--- config.mk ---
export PLATFORM = sky130hd
export DESIGN_NAME = radar_report_frame_parser
export DESIGN_NICKNAME = d
export VERILOG_FILES = /design/src/rrfp_pkg.sv /design/src/rrfp_parser.sv /design/src/rrfp_emitter.sv /design/src/radar_report_frame_parser.sv
export SDC_FILE = /design/constraint.sdc
export NUM_CORES = 1
export LEC_CHECK = 0
export ABC_AREA = 1
export BUFFER_PORTS_ARGS = -buffer_cell sky130_fd_sc_hd__buf_2
export CORE_ASPECT_RATIO = 1.4
export CORE_MARGIN = 2
export CORE_UTILIZATION = 50
export DETAILED_ROUTE_END_ITERATION = 10
export GPL_TIMING_DRIVEN = 1
export PLACE_DENSITY = 0.77
export SLEW_MARGIN = 10
export SYNTH_ARGS = -nofsm -noshare
export SYNTH_HDL_FRONTEND = slang
export SYNTH_SLANG_ARGS = --single-unit
--- constraint.sdc ---
create_clock -name clock -period 24.7 [get_ports clock]
set_clock_uncertainty 0.1 [all_clocks]
set_input_delay 4.94 -clock clock [delete_from_list [all_inputs] [get_ports clock]]
set_output_delay 4.94 -clock clock [all_outputs]
set_load 0.02 [all_outputs]
--- src/rrfp_pkg.sv ---
`timescale 1ns / 1ps
`default_nettype none

package rrfp_pkg;

   // Report header and footer sequences, in order of arrival.
   localparam logic [7:0] HEAD_SEQ [4] = '{8'hF4, 8'hF3, 8'hF2, 8'hF1};
   localparam logic [7:0] TAIL_SEQ [4] = '{8'hF8, 8'hF7, 8'hF6, 8'hF5};

   localparam logic [7:0] HEAD_MARK = 8'hAA;
   localparam logic [7:0] TAIL_MARK = 8'h55;
   localparam logic [7:0] TYPE_BASIC = 8'h02;
   localparam logic [7:0] TYPE_ENG = 8'h01;

   localparam int BODY_BASIC = 13;
   localparam int BODY_ENG = 35;
   localparam int BASIC_TOTAL = 6 + BODY_BASIC + 4;
   localparam int ENG_TOTAL = 6 + BODY_ENG + 4;

   // Window of the latest bytes seen at the final byte of a frame: the final
   // byte itself plus a shift line holding the rest of the longest body and its footer.
   localparam int WIN_LEN = ENG_TOTAL - 6;
   localparam int SHIFT_LEN = WIN_LEN - 1;

   localparam int GATE_COUNT = 9;
   localparam int IDX_W = $clog2(GATE_COUNT + 1);

   localparam logic [1:0] KIND_BASIC = 2'd0;
   localparam logic [1:0] KIND_ENG = 2'd1;
   localparam logic [1:0] KIND_GATE = 2'd2;

   typedef struct packed {
      logic                        eng;
      logic [7:0]                  target_state;
      logic [15:0]                 moving_distance;
      logic [7:0]                  moving_strength;
      logic [15:0]                 static_distance;
      logic [7:0]                  static_strength;
      logic [15:0]                 detect_distance;
      logic [31:0]                 extras;
      logic [GATE_COUNT-1:0][7:0]  gate_moving;
      logic [GATE_COUNT-1:0][7:0]  gate_static;
   } frame_rec_type;

endpackage

`default_nettype wire

--- src/rrfp_parser.sv ---
`timescale 1ns / 1ps
`default_nettype none

module rrfp_parser #(
   parameter int FRAME_BYTES = 64
) (
   input  wire logic                   clock,
   input  wire logic                   reset,
   input  wire logic                   byte_accept,
   input  wire logic [7:0]             rx_byte,
   output logic                        at_last,
   output logic                        frame_load,
   output rrfp_pkg::frame_rec_type     frame_rec
);

   localparam int POS_W = $clog2(FRAME_BYTES + 1);
   localparam logic [15:0] LEN_LIMIT = 16'(FRAME_BYTES - 10);

   localparam logic [1:0] PH_HUNT = 2'd0;
   localparam logic [1:0] PH_LEN = 2'd1;
   localparam logic [1:0] PH_BODY = 2'd2;

   localparam int EB = rrfp_pkg::ENG_TOTAL - 1;
   localparam int BB = rrfp_pkg::BASIC_TOTAL - 1;

   logic [1:0]       phase_ff, phase_in;
   logic [1:0]       match_ff, match_in;
   logic [POS_W-1:0] pos_ff, pos_in;
   logic [POS_W-1:0] total_ff, total_in;
   logic [7:0]       len_lo_ff, len_lo_in;
   logic [7:0]       shift_ff [rrfp_pkg::SHIFT_LEN];
   logic [7:0]       win [rrfp_pkg::WIN_LEN];
   logic [15:0]      len_word;
   logic             eng_len, basic_len, footer_ok, basic_ok, eng_ok;

   assign len_word = {rx_byte, len_lo_ff};

   assign at_last = (phase_ff != PH_HUNT) && (phase_ff != PH_LEN) &&
                    (({1'b0, pos_ff} + (POS_W + 1)'(1)) >= {1'b0, total_ff});

   always_comb begin
      win[0] = rx_byte;
      for (int k = 1; k < rrfp_pkg::WIN_LEN; k++) begin
         win[k] = shift_ff[k-1];
      end
   end

   // With the final byte at window slot 0, frame position p sits at slot
   // total - 1 - p, so every field is at a fixed slot for each frame type.
   assign basic_len = (total_ff == POS_W'(rrfp_pkg::BASIC_TOTAL));
   assign eng_len = (total_ff == POS_W'(rrfp_pkg::ENG_TOTAL));
   assign footer_ok = (win[3] == rrfp_pkg::TAIL_SEQ[0]) && (win[2] == rrfp_pkg::TAIL_SEQ[1]) &&
                      (win[1] == rrfp_pkg::TAIL_SEQ[2]) && (win[0] == rrfp_pkg::TAIL_SEQ[3]);
   assign basic_ok = basic_len && (win[BB-6] == rrfp_pkg::TYPE_BASIC) &&
                     (win[BB-7] == rrfp_pkg::HEAD_MARK) && (win[BB-17] == rrfp_pkg::TAIL_MARK);
   assign eng_ok = eng_len && (win[EB-6] == rrfp_pkg::TYPE_ENG) &&
                   (win[EB-7] == rrfp_pkg::HEAD_MARK) && (win[EB-39] == rrfp_pkg::TAIL_MARK);

   assign frame_load = byte_accept && at_last && footer_ok && (basic_ok || eng_ok);

   always_comb begin
      frame_rec.eng = eng_len;
      frame_rec.target_state = eng_len ? win[EB-8] : win[BB-8];
      frame_rec.moving_distance = eng_len ? {win[EB-10], win[EB-9]} : {win[BB-10], win[BB-9]};
      frame_rec.moving_strength = eng_len ? win[EB-11] : win[BB-11];
      frame_rec.static_distance = eng_len ? {win[EB-13], win[EB-12]} : {win[BB-13], win[BB-12]};
      frame_rec.static_strength = eng_len ? win[EB-14] : win[BB-14];
      frame_rec.detect_distance = eng_len ? {win[EB-16], win[EB-15]} : {win[BB-16], win[BB-15]};
      frame_rec.extras = eng_len ? {win[EB-38], win[EB-37], win[EB-18], win[EB-17]} : 32'd0;
      for (int k = 0; k < rrfp_pkg::GATE_COUNT; k++) begin
         frame_rec.gate_moving[k] = win[EB-19-k];
         frame_rec.gate_static[k] = win[EB-28-k];
      end
   end

   always_comb begin
      phase_in = phase_ff;
      match_in = match_ff;
      pos_in = pos_ff;
      total_in = total_ff;
      len_lo_in = len_lo_ff;
      if (byte_accept) begin
         unique case (phase_ff)
            PH_HUNT: begin
               if (rx_byte == rrfp_pkg::HEAD_SEQ[match_ff]) begin
                  if (match_ff == 2'd3) begin
                     phase_in = PH_LEN;
                     pos_in = POS_W'(4);
                     match_in = 2'd0;
                  end else begin
                     match_in = match_ff + 2'd1;
                  end
               end else begin
                  match_in = (rx_byte == rrfp_pkg::HEAD_SEQ[0]) ? 2'd1 : 2'd0;
               end
            end
            PH_LEN: begin
               if (pos_ff == POS_W'(4)) begin
                  len_lo_in = rx_byte;
                  pos_in = POS_W'(5);
               end else if (len_word > LEN_LIMIT) begin
                  phase_in = PH_HUNT;
                  pos_in = '0;
                  total_in = '0;
               end else begin
                  phase_in = PH_BODY;
                  pos_in = POS_W'(6);
                  total_in = len_word[POS_W-1:0] + POS_W'(10);
               end
            end
            default: begin
               pos_in = pos_ff + POS_W'(1);
               if (at_last) begin
                  phase_in = PH_HUNT;
                  pos_in = '0;
                  total_in = '0;
               end
            end
         endcase
      end
   end

   always_ff @(posedge clock) begin
      if (reset) begin
         phase_ff <= PH_HUNT;
         match_ff <= 2'd0;
         pos_ff <= '0;
         total_ff <= '0;
      end else begin
         phase_ff <= phase_in;
         match_ff <= match_in;
         pos_ff <= pos_in;
         total_ff <= total_in;
      end
   end

   always_ff @(posedge clock) begin
      len_lo_ff <= len_lo_in;
      if (byte_accept) begin
         shift_ff[0] <= rx_byte;
         for (int k = 1; k < rrfp_pkg::SHIFT_LEN; k++) begin
            shift_ff[k] <= shift_ff[k-1];
         end
      end
   end

   a_body_pos_below_total: assert property (@(posedge clock) disable iff (reset)
      (phase_ff == PH_BODY) |-> (pos_ff < total_ff))
      else $error("body position reached the frame total");

   a_len_pos: assert property (@(posedge clock) disable iff (reset)
      (phase_ff == PH_LEN) |-> (pos_ff == POS_W'(4) || pos_ff == POS_W'(5)))
      else $error("length phase at an unexpected position");

   a_hunt_clear: assert property (@(posedge clock) disable iff (reset)
      (phase_ff == PH_HUNT) |-> (pos_ff == '0 && total_ff == '0))
      else $error("frame position left over while hunting for a header");

endmodule

`default_nettype wire

--- src/rrfp_emitter.sv ---
`timescale 1ns / 1ps
`default_nettype none

module rrfp_emitter (
   input  wire logic                    clock,
   input  wire logic                    reset,
   input  wire logic                    frame_load,
   input  wire rrfp_pkg::frame_rec_type frame_rec,
   output logic                         busy,
   output logic                         rsp_valid,
   input  wire logic                    rsp_ready,
   output logic [1:0]                   rsp_record_kind,
   output logic                         rsp_last_of_run,
   output logic [7:0]                   rsp_target_state,
   output logic [15:0]                  rsp_moving_distance,
   output logic [7:0]                   rsp_moving_strength,
   output logic [15:0]                  rsp_static_distance,
   output logic [7:0]                   rsp_static_strength,
   output logic [15:0]                  rsp_detect_distance,
   output logic [31:0]                  rsp_engineering_extras,
   output logic [3:0]                   rsp_gate_index,
   output logic [7:0]                   rsp_gate_moving_strength,
   output logic [7:0]                   rsp_gate_static_strength
);

   localparam int IW = rrfp_pkg::IDX_W;

   logic                    rec_valid_ff;
   logic [IW-1:0]           idx_ff;
   rrfp_pkg::frame_rec_type rec_ff;
   logic                    is_summary, is_last, done;
   logic [IW-1:0]           gsel;

   assign is_summary = (idx_ff == '0);
   assign gsel = idx_ff - IW'(1);
   assign is_last = is_summary ? !rec_ff.eng : (idx_ff == IW'(rrfp_pkg::GATE_COUNT));
   assign done = rec_valid_ff && rsp_ready;

   assign busy = rec_valid_ff;
   assign rsp_valid = rec_valid_ff;
   assign rsp_last_of_run = is_last;

   always_comb begin
      if (is_summary) begin
         rsp_record_kind = rec_ff.eng ? rrfp_pkg::KIND_ENG : rrfp_pkg::KIND_BASIC;
         rsp_target_state = rec_ff.target_state;
         rsp_moving_distance = rec_ff.moving_distance;
         rsp_moving_strength = rec_ff.moving_strength;
         rsp_static_distance = rec_ff.static_distance;
         rsp_static_strength = rec_ff.static_strength;
         rsp_detect_distance = rec_ff.detect_distance;
         rsp_engineering_extras = rec_ff.extras;
         rsp_gate_index = 4'd0;
         rsp_gate_moving_strength = 8'd0;
         rsp_gate_static_strength = 8'd0;
      end else begin
         rsp_record_kind = rrfp_pkg::KIND_GATE;
         rsp_target_state = 8'd0;
         rsp_moving_distance = 16'd0;
         rsp_moving_strength = 8'd0;
         rsp_static_distance = 16'd0;
         rsp_static_strength = 8'd0;
         rsp_detect_distance = 16'd0;
         rsp_engineering_extras = 32'd0;
         rsp_gate_index = 4'(gsel);
         rsp_gate_moving_strength = rec_ff.gate_moving[gsel];
         rsp_gate_static_strength = rec_ff.gate_static[gsel];
      end
   end

   always_ff @(posedge clock) begin
      if (reset) begin
         rec_valid_ff <= 1'b0;
         idx_ff <= '0;
      end else if (frame_load) begin
         rec_valid_ff <= 1'b1;
         idx_ff <= '0;
      end else if (done) begin
         if (is_last) begin
            rec_valid_ff <= 1'b0;
            idx_ff <= '0;
         end else begin
            idx_ff <= idx_ff + IW'(1);
         end
      end
   end

   always_ff @(posedge clock) begin
      if (frame_load) begin
         rec_ff <= frame_rec;
      end
   end

   a_no_load_when_busy: assert property (@(posedge clock) disable iff (reset)
      frame_load |-> !rec_valid_ff)
      else $error("frame loaded over a run still draining");

   a_run_ends: assert property (@(posedge clock) disable iff (reset)
      (done && is_last) |=> !rec_valid_ff)
      else $error("record still valid after its final transfer");

   a_basic_single: assert property (@(posedge clock) disable iff (reset)
      (rec_valid_ff && !rec_ff.eng) |-> is_summary)
      else $error("basic frame produced a gate row");

   a_idx_range: assert property (@(posedge clock) disable iff (reset)
      rec_valid_ff |-> (idx_ff <= IW'(rrfp_pkg::GATE_COUNT)))
      else $error("gate row index out of range");

endmodule

`default_nettype wire

--- src/radar_report_frame_parser.sv ---
`timescale 1ns / 1ps
`default_nettype none

// Channel   Direction  Handshake                Carries
// req_      in         req_valid / req_ready    req_rx_byte: one received serial byte
// rsp_      out        rsp_valid / rsp_ready    one summary or gate row of a valid frame
//
// One byte is taken per cycle while req_ready is high; the frame is checked in the
// cycle its final byte is transferred and the result run is registered at the next edge.
// A basic frame gives one result, an engineering frame a summary and nine gate
// rows, one per cycle while rsp_ready is high.
// Bytes keep flowing while results drain; only the final byte of a frame waits
// while the previous frame's run is still being transferred.
// Synchronous reset returns the parser to header hunting and empties the result.

module radar_report_frame_parser #(
   parameter int FRAME_BYTES = 64
) (
   input  wire logic         clock,
   input  wire logic         reset,
   input  wire logic         req_valid,
   output logic              req_ready,
   input  wire logic [7:0]   req_rx_byte,
   output logic              rsp_valid,
   input  wire logic         rsp_ready,
   output logic [1:0]        rsp_record_kind,
   output logic              rsp_last_of_run,
   output logic [7:0]        rsp_target_state,
   output logic [15:0]       rsp_moving_distance,
   output logic [7:0]        rsp_moving_strength,
   output logic [15:0]       rsp_static_distance,
   output logic [7:0]        rsp_static_strength,
   output logic [15:0]       rsp_detect_distance,
   output logic [31:0]       rsp_engineering_extras,
   output logic [3:0]        rsp_gate_index,
   output logic [7:0]        rsp_gate_moving_strength,
   output logic [7:0]        rsp_gate_static_strength
);

   logic                    byte_accept;
   logic                    at_last;
   logic                    frame_load;
   logic                    busy;
   rrfp_pkg::frame_rec_type frame_rec;

   // Only a byte that could complete a frame needs the result register free;
   // the decision depends on parser state alone, never on the incoming byte.
   assign req_ready = !(at_last && busy);
   assign byte_accept = req_valid && req_ready;

   rrfp_parser #(
      .FRAME_BYTES(FRAME_BYTES)
   ) u_parser (
      .clock(clock),
      .reset(reset),
      .byte_accept(byte_accept),
      .rx_byte(req_rx_byte),
      .at_last(at_last),
      .frame_load(frame_load),
      .frame_rec(frame_rec)
   );

   rrfp_emitter u_emitter (
      .clock(clock),
      .reset(reset),
      .frame_load(frame_load),
      .frame_rec(frame_rec),
      .busy(busy),
      .rsp_valid(rsp_valid),
      .rsp_ready(rsp_ready),
      .rsp_record_kind(rsp_record_kind),
      .rsp_last_of_run(rsp_last_of_run),
      .rsp_target_state(rsp_target_state),
      .rsp_moving_distance(rsp_moving_distance),
      .rsp_moving_strength(rsp_moving_strength),
      .rsp_static_distance(rsp_static_distance),
      .rsp_static_strength(rsp_static_strength),
      .rsp_detect_distance(rsp_detect_distance),
      .rsp_engineering_extras(rsp_engineering_extras),
      .rsp_gate_index(rsp_gate_index),
      .rsp_gate_moving_strength(rsp_gate_moving_strength),
      .rsp_gate_static_strength(rsp_gate_static_strength)
   );

endmodule

`default_nettype wire
Word level (Yosys, flattened, before mapping)
Memory sizes are Yosys's and may differ from the RTL's.
Index checks and enable logic that the tools add are counted.

storage, ports and cells
  memories kept = 1
  register bits after elaboration = 280
  output and inout bits = 129
  RAM bits = 304
  logic and storage cells = 152

cells by class
  bitwise operators = 2
  reductions and logical operators = 34
  add/subtract/negate cells = 6
  multiplexer cells = 51
  eq/ne operators = 21
  magnitude comparators = 4

memories
  name               words  bits a word  rd ports  clocked after memory_dff  wr ports  line               text
  u_parser.shift_ff  38     8            38        0                         38        rrfp_parser.sv:31  logic [7:0] shift_ff [rrfp_pkg::SHIFT_LEN];

operator list
  cell                 count
  $mux 16              6
  $mux 8               12
  $bmux 8 s4           2
  $eq 8x8->1 const B   7
  $mux 7               7
  $mux 32              1
  $pmux 7 s2           2
  $logic_and 1x1->1    17
  $bmux 8 s2           1
  $gt 16x6->1 const B  1
  $mux 2               8
  $add 7x1->8 const B  1
  $eq 8x1->1 const B   1
  $eq 8x2->1 const B   1
  $eq 8x7->1 const B   1
  $eq 8x8->1           1
  $ge 8x7->1           1
  $mux 1               8
  $mux 4               2
  $reduce_bool 2->1    4
  $add 7x1->7 const B  1
  $add 7x4->7 const B  1
  $eq 7x3->1 const B   1
  $eq 7x5->1 const B   1
  other kinds (25)     30

Longest topological paths before layout
Gate-level depths: netlist (run 1).

  depth after elaboration = 11
  gate-level depth with buffers = 18
  gate-level depth less buffers = 18

Hierarchy
A second synthesis (run 1) with hierarchy kept.

unflattened totals
  cells, all modules = 1,813
  area total of the unflattened synthesis = 22,685.5 um2

by module, submodules not included
  module                     times used  sequential area each (um2)  area an instance (um2)  cells each
  rrfp_parser                1           9,729.3                     12,359.4                913
  rrfp_emitter               1           7,577.3                     10,309.9                897
  radar_report_frame_parser  1           0.0                         16.3                    3

Worst setup path after synthesis (run 1)
No wires, ideal clock.

  path type = in2reg
  start point = input req_valid
  end point = register u_emitter.rec_ff[0] in the netlist's numbering, enable pin
  stages on the path = 4
  slack = 11.989 ns
  arrival time = 12.011 ns
  library setup time = 0.600 ns
  data required time = 24.000 ns
  path through = nand2_8 > inv_4 > nand2_2 > inv_1

on the way
  word-level cells in the longest chain between the ends = 4

RTL lines
  what                            line                             text
  from (decl)                     radar_report_frame_parser.sv:21  input wire logic req_valid,
  $logic_and 1x1->1               radar_report_frame_parser.sv:49  assign byte_accept = req_valid && req_ready;
  $logic_and 1x1->1 (3 in a row)  rrfp_parser.sv:59                assign frame_load = byte_accept && at_last && footer_ok && (basic_ok || eng_ok);
  named net frame_load            radar_report_frame_parser.sv:42  logic frame_load;
  to (signal assigned)            rrfp_emitter.sv:90               rec_ff <= frame_rec;
  to (decl)                       rrfp_emitter.sv:30               rrfp_pkg::frame_rec_type rec_ff;

The timed path passes the listed nets, and every way through them passes these cells.
A chain may end at the register's enable or synchronous reset.

Worst setup path in the final report (run 1)
  start point = register u_emitter.idx_ff[0]
  end point = output rsp_gate_static_strength[7]

on the way
  word-level cells in the longest chain between the ends = 4
  elaborated cells on any way between the ends = 5
  classes of those cells = add/sub (1); mux (3); reduce/logical (1)

RTL lines
  what                          line                             text
  from (decl)                   rrfp_emitter.sv:29               logic [IW-1:0] idx_ff;
  from (signal assigned)        rrfp_emitter.sv:83               idx_ff <= idx_ff + IW'(1);
  $sub 4x1->4                   rrfp_emitter.sv:35               assign gsel = idx_ff - IW'(1);
  $bmux 8 s4                    rrfp_emitter.sv:67               rsp_gate_static_strength = rec_ff.gate_static[gsel];
  $mux 8 (not written as such)  rrfp_emitter.sv:67
  $mux 8 *                      rrfp_emitter.sv:44               if (is_summary) begin
  to (decl)                     radar_report_frame_parser.sv:37  output logic [7:0] rsp_gate_static_strength

Mark *: on every way between the ends. The rest lies on a longest branch, timed or not. The select of a mux whose other input is x is not followed.

==> results.txt, run 1 <==
root buffer cell - clkbuf_16
critical path class - register to primary output
Critical R2R Launch - u_parser.pos_ff[0]$_SDFFE_PP0P_
DP Wirelength - 29,400 um
crit path launch - u_emitter.idx_ff[0]$_SDFFE_PP0P_
fin. max-slew vios - 0
EDFF count, synth - 561
Rel. slew slack - 0.202
Antenna diodes - 0
CTS clk-pin slew, worst paths - 60 ps
worst skew pair latency - 570 ps
Worst path most repeated cell - inv_1
post_cts resized - 0
Min-Delay Endpoint - u_parser.shift_ff[0][37]$_DFFE_PN_
Pwr Density - 77.6 nW/um2
Util after Layout - 0.573
count of final hold-check violations - 0
crit end category - primary output
Post-Layout Cell Count - 2,439
Max-Cap Viols - 0
Post-Synthesis Cells - 1,699
P_leak - 0.00992 uW
port bufs - 140
fmax - 105 MHz
outcome - finished clean
die area - 46,400 um2
Inst Count DP - 2,346
Post-Syn Nets - 1,726
Rows - 91
Initial Utilization - 0.506
setup bufs post-CTS - 0
Primary FF master, synth - edfxtp_1
largest net degree at the start of global routing - 224
Die W - 183 um
Post-route DRC - 0
Tmin final - 9570 ps
top fanout value on the critical path - 66
Seq/Total Area, Yosys - 0.776
CP max-delay cell - inv_2
chip height - 254 um
Routed WL per cell - 18.8 um
CTS buffer count - 51
first-pass GRT wire length - 70,300 um
IO Count - 141
Hold Path Class - register to register
CTS Hold Buffers Added - 0
synth unique cells - 37
Hold Path Stages - 0
Vias - 13,128
Worst Reg-to-Reg Cells - 18
antenna violations before repair - 0
DR pass1 iterations - 6
Worst Path Required - 19,660 ps
Via density - 5.38
Reg2Reg Setup Slack - 19,260 ps
final number of setup-violating endpoints - 0
Arr. time, crit path - 4530 ps
RD Place Congestion - 0.873
CP cell instances - inv_2 > ha_1 > inv_1 > buf_4 > a21oi_1 > a32o_1 > o211ai_1 > nand3_1 > inv_1 > buf_2
reg2reg end - u_emitter.rec_ff[102]$_DFFE_PP_
warnings from Yosys - 0
area grow syn2layout - 13.1%
actual slew at the worst max-slew pin - 1200 ps
CTS tree - built
TNS Setup - 0 ps
H-tree depth - 2
CP startpoint kind - register
Peak supply drop - 0.0772 mV
flops & latches, synth - 584
Area contributors post-synth - edfxtp_1, nand2_1, inv_1
gr usage total - 0.198
WL final - 45,800 um
GR Overflow Total - 0
share of cells above drive strength 1 - 0.131
post-synthesis async set-or-reset flop share - 0
syn avg cell area - 13.1 um2
Routed Antenna Nets - 0
Period Utilization, post-route - 0.387
Mapped Area - 22,300 um2
Synth area leader - edfxtp_1
vias in the first global route - 12,901
setup ws final - 15,130 ps
pre-CTS setup slack - 15,790 ps
fin nets - 1,868
# clock sinks - 584
CORE AREA - 44,100 um2
Hold Startpoint - u_parser.shift_ff[0][29]$_DFFE_PN_
Iteration-0 DRC Markers - 1,233
Synth top area share - 0.755
clk buf depth - 3
hold slack final - 324 ps
RSZ-0062 raised after global routing - no
slowest cell delay on critical path - 830 ps
## cell type report
type | instances | area [um2]
repair buffers | 150 | 776
clock inverters | 32 | 314
fillers | 3358 | 18800
clock buffers | 61 | 1360
inverters | 229 | 880
multi-input cells | 825 | 3900
flip-flops and latches | 584 | 17300
well taps | 558 | 698
## per-stage QoR
step	area [um2]	total power [uW]
4_1_cts	25200	1970
3_5_place_dp	23600	1180
5_1_grt	25200	2010
6_report	25200	1960
3_3_place_gp	23600	1180
2_1_floorplan	22300	1160
## metal layers
metal	track usage	wire length, um	part of all wire
met5	0	0	0
met4	0.0892	1910	0.042
met3	0.0287	3200	0.070
met2	0.337	23100	0.50
met1	0.252	17600	0.38
## worst max path at each step
stage	endpoint	slack, ps	cells past startpoint
6_report	rsp_gate_static_strength[7]	15130	10
5_1_grt	rsp_gate_static_strength[7]	14830	10
4_1_cts	rsp_gate_static_strength[7]	15120	10
3_5_place_dp	rsp_gate_static_strength[7]	15790	10
3_3_place_gp	rsp_gate_static_strength[7]	15930	10
2_1_floorplan	u_emitter.rec_ff[0]$_DFFE_PP_	11990	4
## critical path: cells and delay by family, from the launching register on
kind,cells,cell delay [ps]
AO/OA/AOI/OAI,3,520
AND/OR/NAND/NOR,1,160
flip-flops,1,320
buffers and inverters,5,2290
adder cells (fa/ha/maj),1,650
## sequential cells by signal, summed over array words and instances, names as in the netlist
register	cells
u_parser.shift_ff	304
u_emitter.rec_ff	249
u_parser.len_lo_ff	8
u_parser.pos_ff	7
u_parser.total_ff	7
u_emitter.idx_ff	4
u_parser.match_ff	2
u_parser.phase_ff	2
u_emitter.busy	1
## synthesized netlist by cell type (all sizes together), types with 9 or more instances
| cell type | number |
|---|---|
| clkbuf | 39 |
| nand4 | 14 |
| nand3 | 42 |
| edfxtp | 561 |
| buf | 22 |
| nand2 | 352 |
| o21ai | 49 |
| xor2 | 9 |
| nor2 | 226 |
| a32o | 16 |
| a21oi | 53 |
| a22oi | 16 |
| dfxtp | 23 |
| ha | 15 |
| o211ai | 16 |
| inv | 229 |
## logic make-up after synthesis
kind of cell	after synthesis	share of synthesized area
AOI/OAI and AO/OA	153	0.0418
and+or+nand+nor	646	0.119
adders and majority gates	15	0.00841
xor gates and xnor gates	11	0.00499
buffers and inverters	290	0.0502
DFF	584	0.776
## where the power goes
part	switching, uW	internal (uW)
clock	344	455
sequential	18.9	1120
combinational	18.6	4.87
## placed cells by master, fill, tap and decap left out, types with 22 or more instances in the layout
master	Yosys	layout
edfxtp_1	561	561
nor2_1	221	221
inv_1	224	223
clkbuf_16	0	53
o21ai_0	48	48
a21oi_1	53	53
nand3_1	37	36
nand2_1	348	348
buf_2	18	140
dfxtp_1	23	22
Power figures use the tool's default switching activity.
==> run 2, diff against run 1 <==
--- a/config.mk
+++ b/config.mk
@@ -12,7 +12,7 @@
 export CORE_UTILIZATION = 50
 export DETAILED_ROUTE_END_ITERATION = 10
 export GPL_TIMING_DRIVEN = 1
-export PLACE_DENSITY = 0.77
+export PLACE_DENSITY = 0.79
 export SLEW_MARGIN = 10
 export SYNTH_ARGS = -nofsm -noshare
 export SYNTH_HDL_FRONTEND = slang
==> constraint.sdc (replaced) <==
create_clock -name clock -period 7.8 [get_ports clock]
set_clock_uncertainty 0.1 [all_clocks]
set_input_delay 1.56 -clock clock [delete_from_list [all_inputs] [get_ports clock]]
set_output_delay 1.56 -clock clock [all_outputs]
set_load 0.02 [all_outputs]
==> run 2 against run 1 <==
Compared with the run above:
- worst hold slack worse by 2.5 ps
- cell count grew 0.21%
- largest cell class unchanged
- via count fell by 1.8%
- global-route usage down 0.31 points
- combinational power grew to 3.2 times the previous value
- count of clock-buffer cells in the layout up 1
- first-iteration DRC count increased by 7.6%
- core utilization is 0.099 points higher
==> results.txt, run 2 (synthesized netlist as in run 1, its figures left out) <==
outcome - finished clean
# clock sinks - 584
die area - 46,400 um2
Post-route DRC - 0
P_leak - 0.00994 uW
Worst Path Required - 6140 ps
GR Overflow Total - 0
share of cells above drive strength 1 - 0.137
setup ws final - 1900 ps
Worst setup endpoint - rsp_gate_moving_strength[7]
commonest non-fill, non-tap cell in the layout - edfxtp_1
Via density - 5.27
Die W - 183 um
final number of setup-violating endpoints - 0
Routed WL per cell - 18.7 um
clk buf depth - 3
DR pass1 iterations - 5
Top Registers - u_parser.shift_ff x304, u_emitter.rec_ff x249, u_parser.len_lo_ff x8
fmax - 169 MHz
chip height - 254 um
Antenna diodes - 0
area grow syn2layout - 13.3%
top fanout value on the critical path - 66
Worst Reg-to-Reg Cells - 18
TNS Setup - 0 ps
Vias - 12,887
Rel. slew slack - 0.179
crit end category - primary output
busiest layer in global routing - met2
Period Utilization, post-route - 0.756
Reg2Reg Setup Slack - 2650 ps
count of final hold-check violations - 0
WL final - 45,600 um
register with the most flip-flops - u_parser.shift_ff
H-tree depth - 2
CTS clk-pin slew, worst paths - 60 ps
port bufs - 140
reg2reg end - u_emitter.rec_ff[63]$_DFFE_PP_
Hold Path Class - register to register
pre-CTS setup slack - 2470 ps
GRT met1 Usage - 0.247
Iteration-0 DRC Markers - 1,327
met2 usage - 0.331
CP startpoint kind - register
worst skew pair latency - 580 ps
GRT met3 Usage - 0.0381
CTS tree - built
IO Count - 141
critical path class - register to primary output
gr usage total - 0.195
CORE AREA - 44,100 um2
crit path launch - u_emitter.idx_ff[0]$_SDFFE_PP0P_
Tmin final - 5900 ps
most frequent cells in the layout - edfxtp_1, nand2_1, inv_1
first-pass GRT wire length - 68,700 um
total power - 6200 uW
post_cts resized - 0
Pwr Density - 245 nW/um2
CTS Hold Buffers Added - 0
setup bufs post-CTS - 0
Critical R2R Launch - u_parser.pos_ff[0]$_SDFFE_PP0P_
Peak supply drop - 0.183 mV
DP Wirelength - 29,500 um
actual slew at the worst max-slew pin - 1230 ps
antenna violations before repair - 0
Max-Cap Viols - 0
Initial Utilization - 0.506
RD Place Congestion - 0.838
fin nets - 1,872
largest net degree at the start of global routing - 162
Routed Antenna Nets - 0
fin. max-slew vios - 0
vias in the first global route - 12,704
RSZ-0062 raised after global routing - no
Rows - 91
Util after Layout - 0.574
CTS buffer count - 51
max reg flops - 304
root buffer cell - clkbuf_16
Arr. time, crit path - 4240 ps
[run 2: cell count changes in the layout (fill, tap and decap cells not counted), moves of 2 or more]
cell        previous run  this run
clkbuf_8               0         4
clkinv_1              13        10
clkinvlp_4             4         6
clkinv_4               0         2
clkinv_2               7         9
inv_8                  2         0
buf_4                 10        14
clkbuf_1               8         6
[run 2: how the worst min path moves through the flow]
stage,start,cells after the start,slack [ps],endpoint
2_1_floorplan,u_parser.shift_ff[0][24]$_DFFE_PN_,0,300,u_parser.shift_ff[0][32]$_DFFE_PN_
3_3_place_gp,u_parser.shift_ff[0][26]$_DFFE_PN_,0,300,u_parser.shift_ff[0][34]$_DFFE_PN_
3_5_place_dp,u_parser.shift_ff[0][27]$_DFFE_PN_,0,310,u_parser.shift_ff[0][35]$_DFFE_PN_
4_1_cts,u_parser.shift_ff[0][27]$_DFFE_PN_,0,320,u_parser.shift_ff[0][35]$_DFFE_PN_
5_1_grt,u_parser.shift_ff[0][27]$_DFFE_PN_,0,330,u_parser.shift_ff[0][35]$_DFFE_PN_
6_report,u_parser.shift_ff[0][27]$_DFFE_PN_,0,320,u_parser.shift_ff[0][35]$_DFFE_PN_
[run 2: metrics by stage]
step	hold slack (ps)	cell area, um2	cells
floorplan	300	22300	1699
global placement	304	23600	2350
detailed placement	308	23600	2350
CTS	323	25300	2444
global route	328	25300	2444
finish	321	25300	2444
[run 2: area by class of cell]
class	count	area (um2)
Timing Repair Buffer	154	806
Tap cell	558	698
Inverter	229	876
Multi-Input combinational cell	825	3900
Clock inverter	32	309
Sequential cell	584	17300
Clock buffer	62	1380
Fill cell	3361	18800
[run 2: report_power, final]
part           internal, uW  switching, uW  leakage, uW  total [uW]
Combinational          15.7           59.5      0.00364        75.2
Sequential             3540           59.4      0.00548        3600
Clock                  1430           1090     0.000817        2520
Total                  4980           1210      0.00994        6200
[run 2: critical path, cell delays in order, from the launching register on]
cell	delay, ps
dfxtp_2	320
inv_2	850
ha_1	430
xnor2_2	140
buf_4	390
nand3_1	650
o21ai_0	460
nand3_1	140
inv_1	90
buf_2	160
[run 2: metal layers]
metal	share of wire	vias to the layer above
met3	0.075	81
met4	0.033	0
li1	-	6050
met2	0.50	517
met1	0.39	6239
met5	0	-
==> run 3, diff against run 2 <==
==> constraint.sdc (replaced) <==
create_clock -name clock -period 5.4 [get_ports clock]
set_clock_uncertainty 0.1 [all_clocks]
set_input_delay 1.08 -clock clock [delete_from_list [all_inputs] [get_ports clock]]
set_output_delay 1.08 -clock clock [all_outputs]
set_load 0.02 [all_outputs]
==> run 3 against run 2 <==
Compared with the run above:
- power increased by 47%
- die area unchanged
- worst setup slack got worse by 1100 ps
- via count increased by 1.2%
- sequential share of layout area decreased by 0.38 points
- non-clock buffer count increased by 1
- cell area increased by 0.58%
- combinational power increased by 46%
- cell count about the same
- core utilization increased by 0.33 points
- register-to-register slack got worse by 1200 ps
- critical path depth unchanged
- largest cell class unchanged
==> results.txt, run 3 (synthesized netlist as in run 1, its figures left out) <==
top fanout value on the critical path - 65
RD Place Congestion - 0.857
Area after DPL - 23,700 um2
Reg2Reg Setup Slack - 1410 ps
CP cell instances - inv_2 > buf_4 > nand3_1 > xor2_2 > inv_2 > o211ai_1 > nand3_1 > inv_1 > buf_2
CTS tree - built
Max-Cap Viols - 0
root buffer cell - clkbuf_16
Pwr Density - 358 nW/um2
final number of setup-violating endpoints - 0
worst skew pair latency - 580 ps
reg2reg end - u_emitter.rec_ff[247]$_DFFE_PP_
post_cts resized - 0
vias in the first global route - 12,858
critical path class - register to primary output
Rel. slew slack - 0.249
Inst Count DP - 2,351
max reg flops - 304
fin nets - 1,872
CTS Hold Buffers Added - 0
first-pass GRT wire length - 71,900 um
largest net degree at the start of global routing - 137
CTS clk-pin slew, worst paths - 70 ps
Rows - 91
actual slew at the worst max-slew pin - 1130 ps
Vias - 13,044
wire length on met3 - 3270 um
WL met2 - 23,800 um
commonest non-fill, non-tap cell in the layout - edfxtp_1
Top Registers - u_parser.shift_ff x304, u_emitter.rec_ff x249, u_parser.len_lo_ff x8
CP max-delay cell - xor2_2
Hold Startpoint - u_parser.shift_ff[0][27]$_DFFE_PN_
DR pass1 iterations - 5
crit end category - primary output
Util after Layout - 0.577
outcome - finished clean
H-tree depth - 2
port bufs - 140
CTS buffer count - 50
die area - 46,400 um2
Via density - 5.34
Die W - 183 um
CORE AREA - 44,100 um2
Arr. time, crit path - 3440 ps
CP startpoint kind - register
slowest cell delay on critical path - 680 ps
Routed Antenna Nets - 0
TNS Setup - 0 ps
Initial Utilization - 0.506
RSZ-0062 raised after global routing - no
Peak supply drop - 0.283 mV
P_leak - 0.00998 uW
WL met1 - 18,100 um
DP Wirelength - 30,000 um
area grow syn2layout - 13.9%
GR Overflow Total - 0
Iteration-0 DRC Markers - 1,543
Period Utilization, post-route - 0.855
Routed WL per cell - 19.3 um
chip height - 254 um
IO Count - 141
clk buf depth - 3
gr usage total - 0.203
fmax - 216 MHz
antenna violations before repair - 1
Antenna diodes - 0
Min-Delay Endpoint - u_parser.shift_ff[0][35]$_DFFE_PN_
count of final hold-check violations - 0
register with the most flip-flops - u_parser.shift_ff
setup bufs post-CTS - 0
fin. max-slew vios - 0
share of cells above drive strength 1 - 0.142
Worst Path Required - 4220 ps
Post-Layout Cell Count - 2,442
Worst Reg-to-Reg Cells - 18
most frequent cells in the layout - edfxtp_1, nand2_1, inv_1
Hold Path Stages - 0
Hold Path Class - register to register
Tmin final - 4620 ps
Critical R2R Launch - u_parser.pos_ff[1]$_SDFFE_PP0P_
Post-route DRC - 0
fin area - 25,400 um2
WL final - 47,000 um
# clock sinks - 584
max layer used - met5
[run 3: cell types whose count changed in the layout (fill, tap and decap cells not counted), moves of 3 or more]
| cell | delta |
|---|---|
| dfxtp_2 | +3 |
| clkbuf_8 | -4 |
| dfxtp_1 | -3 |
| nand2_1 | -3 |
| buf_12 | +3 |
| bufinv_16 | +5 |
[run 3: metal layers]
| metal | up-vias | global-route usage |
|---|---|---|
| li1 | 6052 | - |
| met1 | 6350 | 0.258 |
| met2 | 528 | 0.348 |
| met3 | 112 | 0.0320 |
| met4 | 2 | 0.0885 |
| met5 | - | 0 |
[run 3: report_power, final]
group	switching [uW]	internal (uW)	total, uW	leakage [uW]
registers	86.2	5110	5200	0.00548
logic	86.9	22.8	110	0.00365
clock network	1600	2210	3810	0.000845
total	1770	7340	9110	0.00998
[run 3: worst max path at each step]
| stage | start | to | slack (ps) | depth (start not counted) |
|---|---|---|---|---|
| floorplan | u_parser.pos_ff[1]$_SDFFE_PP0P_ | u_emitter.rec_ff[0]$_DFFE_PP_ | -1110 | 15 |
| finish | u_emitter.idx_ff[0]$_SDFFE_PP0P_ | rsp_gate_static_strength[2] | 780 | 9 |
| global placement | u_parser.pos_ff[0]$_SDFFE_PP0P_ | u_emitter.rec_ff[107]$_DFFE_PP_ | 1550 | 18 |
| detailed placement | u_parser.pos_ff[2]$_SDFFE_PP0P_ | u_emitter.rec_ff[107]$_DFFE_PP_ | 1410 | 18 |
| global route | u_emitter.idx_ff[0]$_SDFFE_PP0P_ | rsp_gate_static_strength[2] | 550 | 9 |
| CTS | u_emitter.idx_ff[0]$_SDFFE_PP0P_ | rsp_gate_static_strength[4] | 790 | 9 |
[run 3: through the flow]
stage | total power (uW) | setup WS, ps | hold slack, ps
after global routing | 9340 | 548 | 336
after detailed placement | 5400 | 1410 | 305
after global placement | 5390 | 1550 | 302
final | 9110 | 781 | 316
after floorplan | 5320 | -1110 | 300
after CTS | 9160 | 788 | 319
[run 3: layout make-up]
| class | count | area, um2 |
|---|---|---|
| clock inverter | 36 | 452 |
| clock buffer | 55 | 1290 |
| tap | 558 | 698 |
| sequential | 584 | 17300 |
| multi-input combinational | 825 | 3940 |
| timing repair buffer | 155 | 851 |
| inverter | 229 | 880 |
| fill | 3266 | 18600 |
[run 3: worst max-delay path: cells and delay by family, from the launching register on]
family / cells / cell delay, ps
xor+xnor: 1 / 680
simple gates: 2 / 380
compound gates: 1 / 220
flops: 1 / 330
buf+inv: 5 / 1260
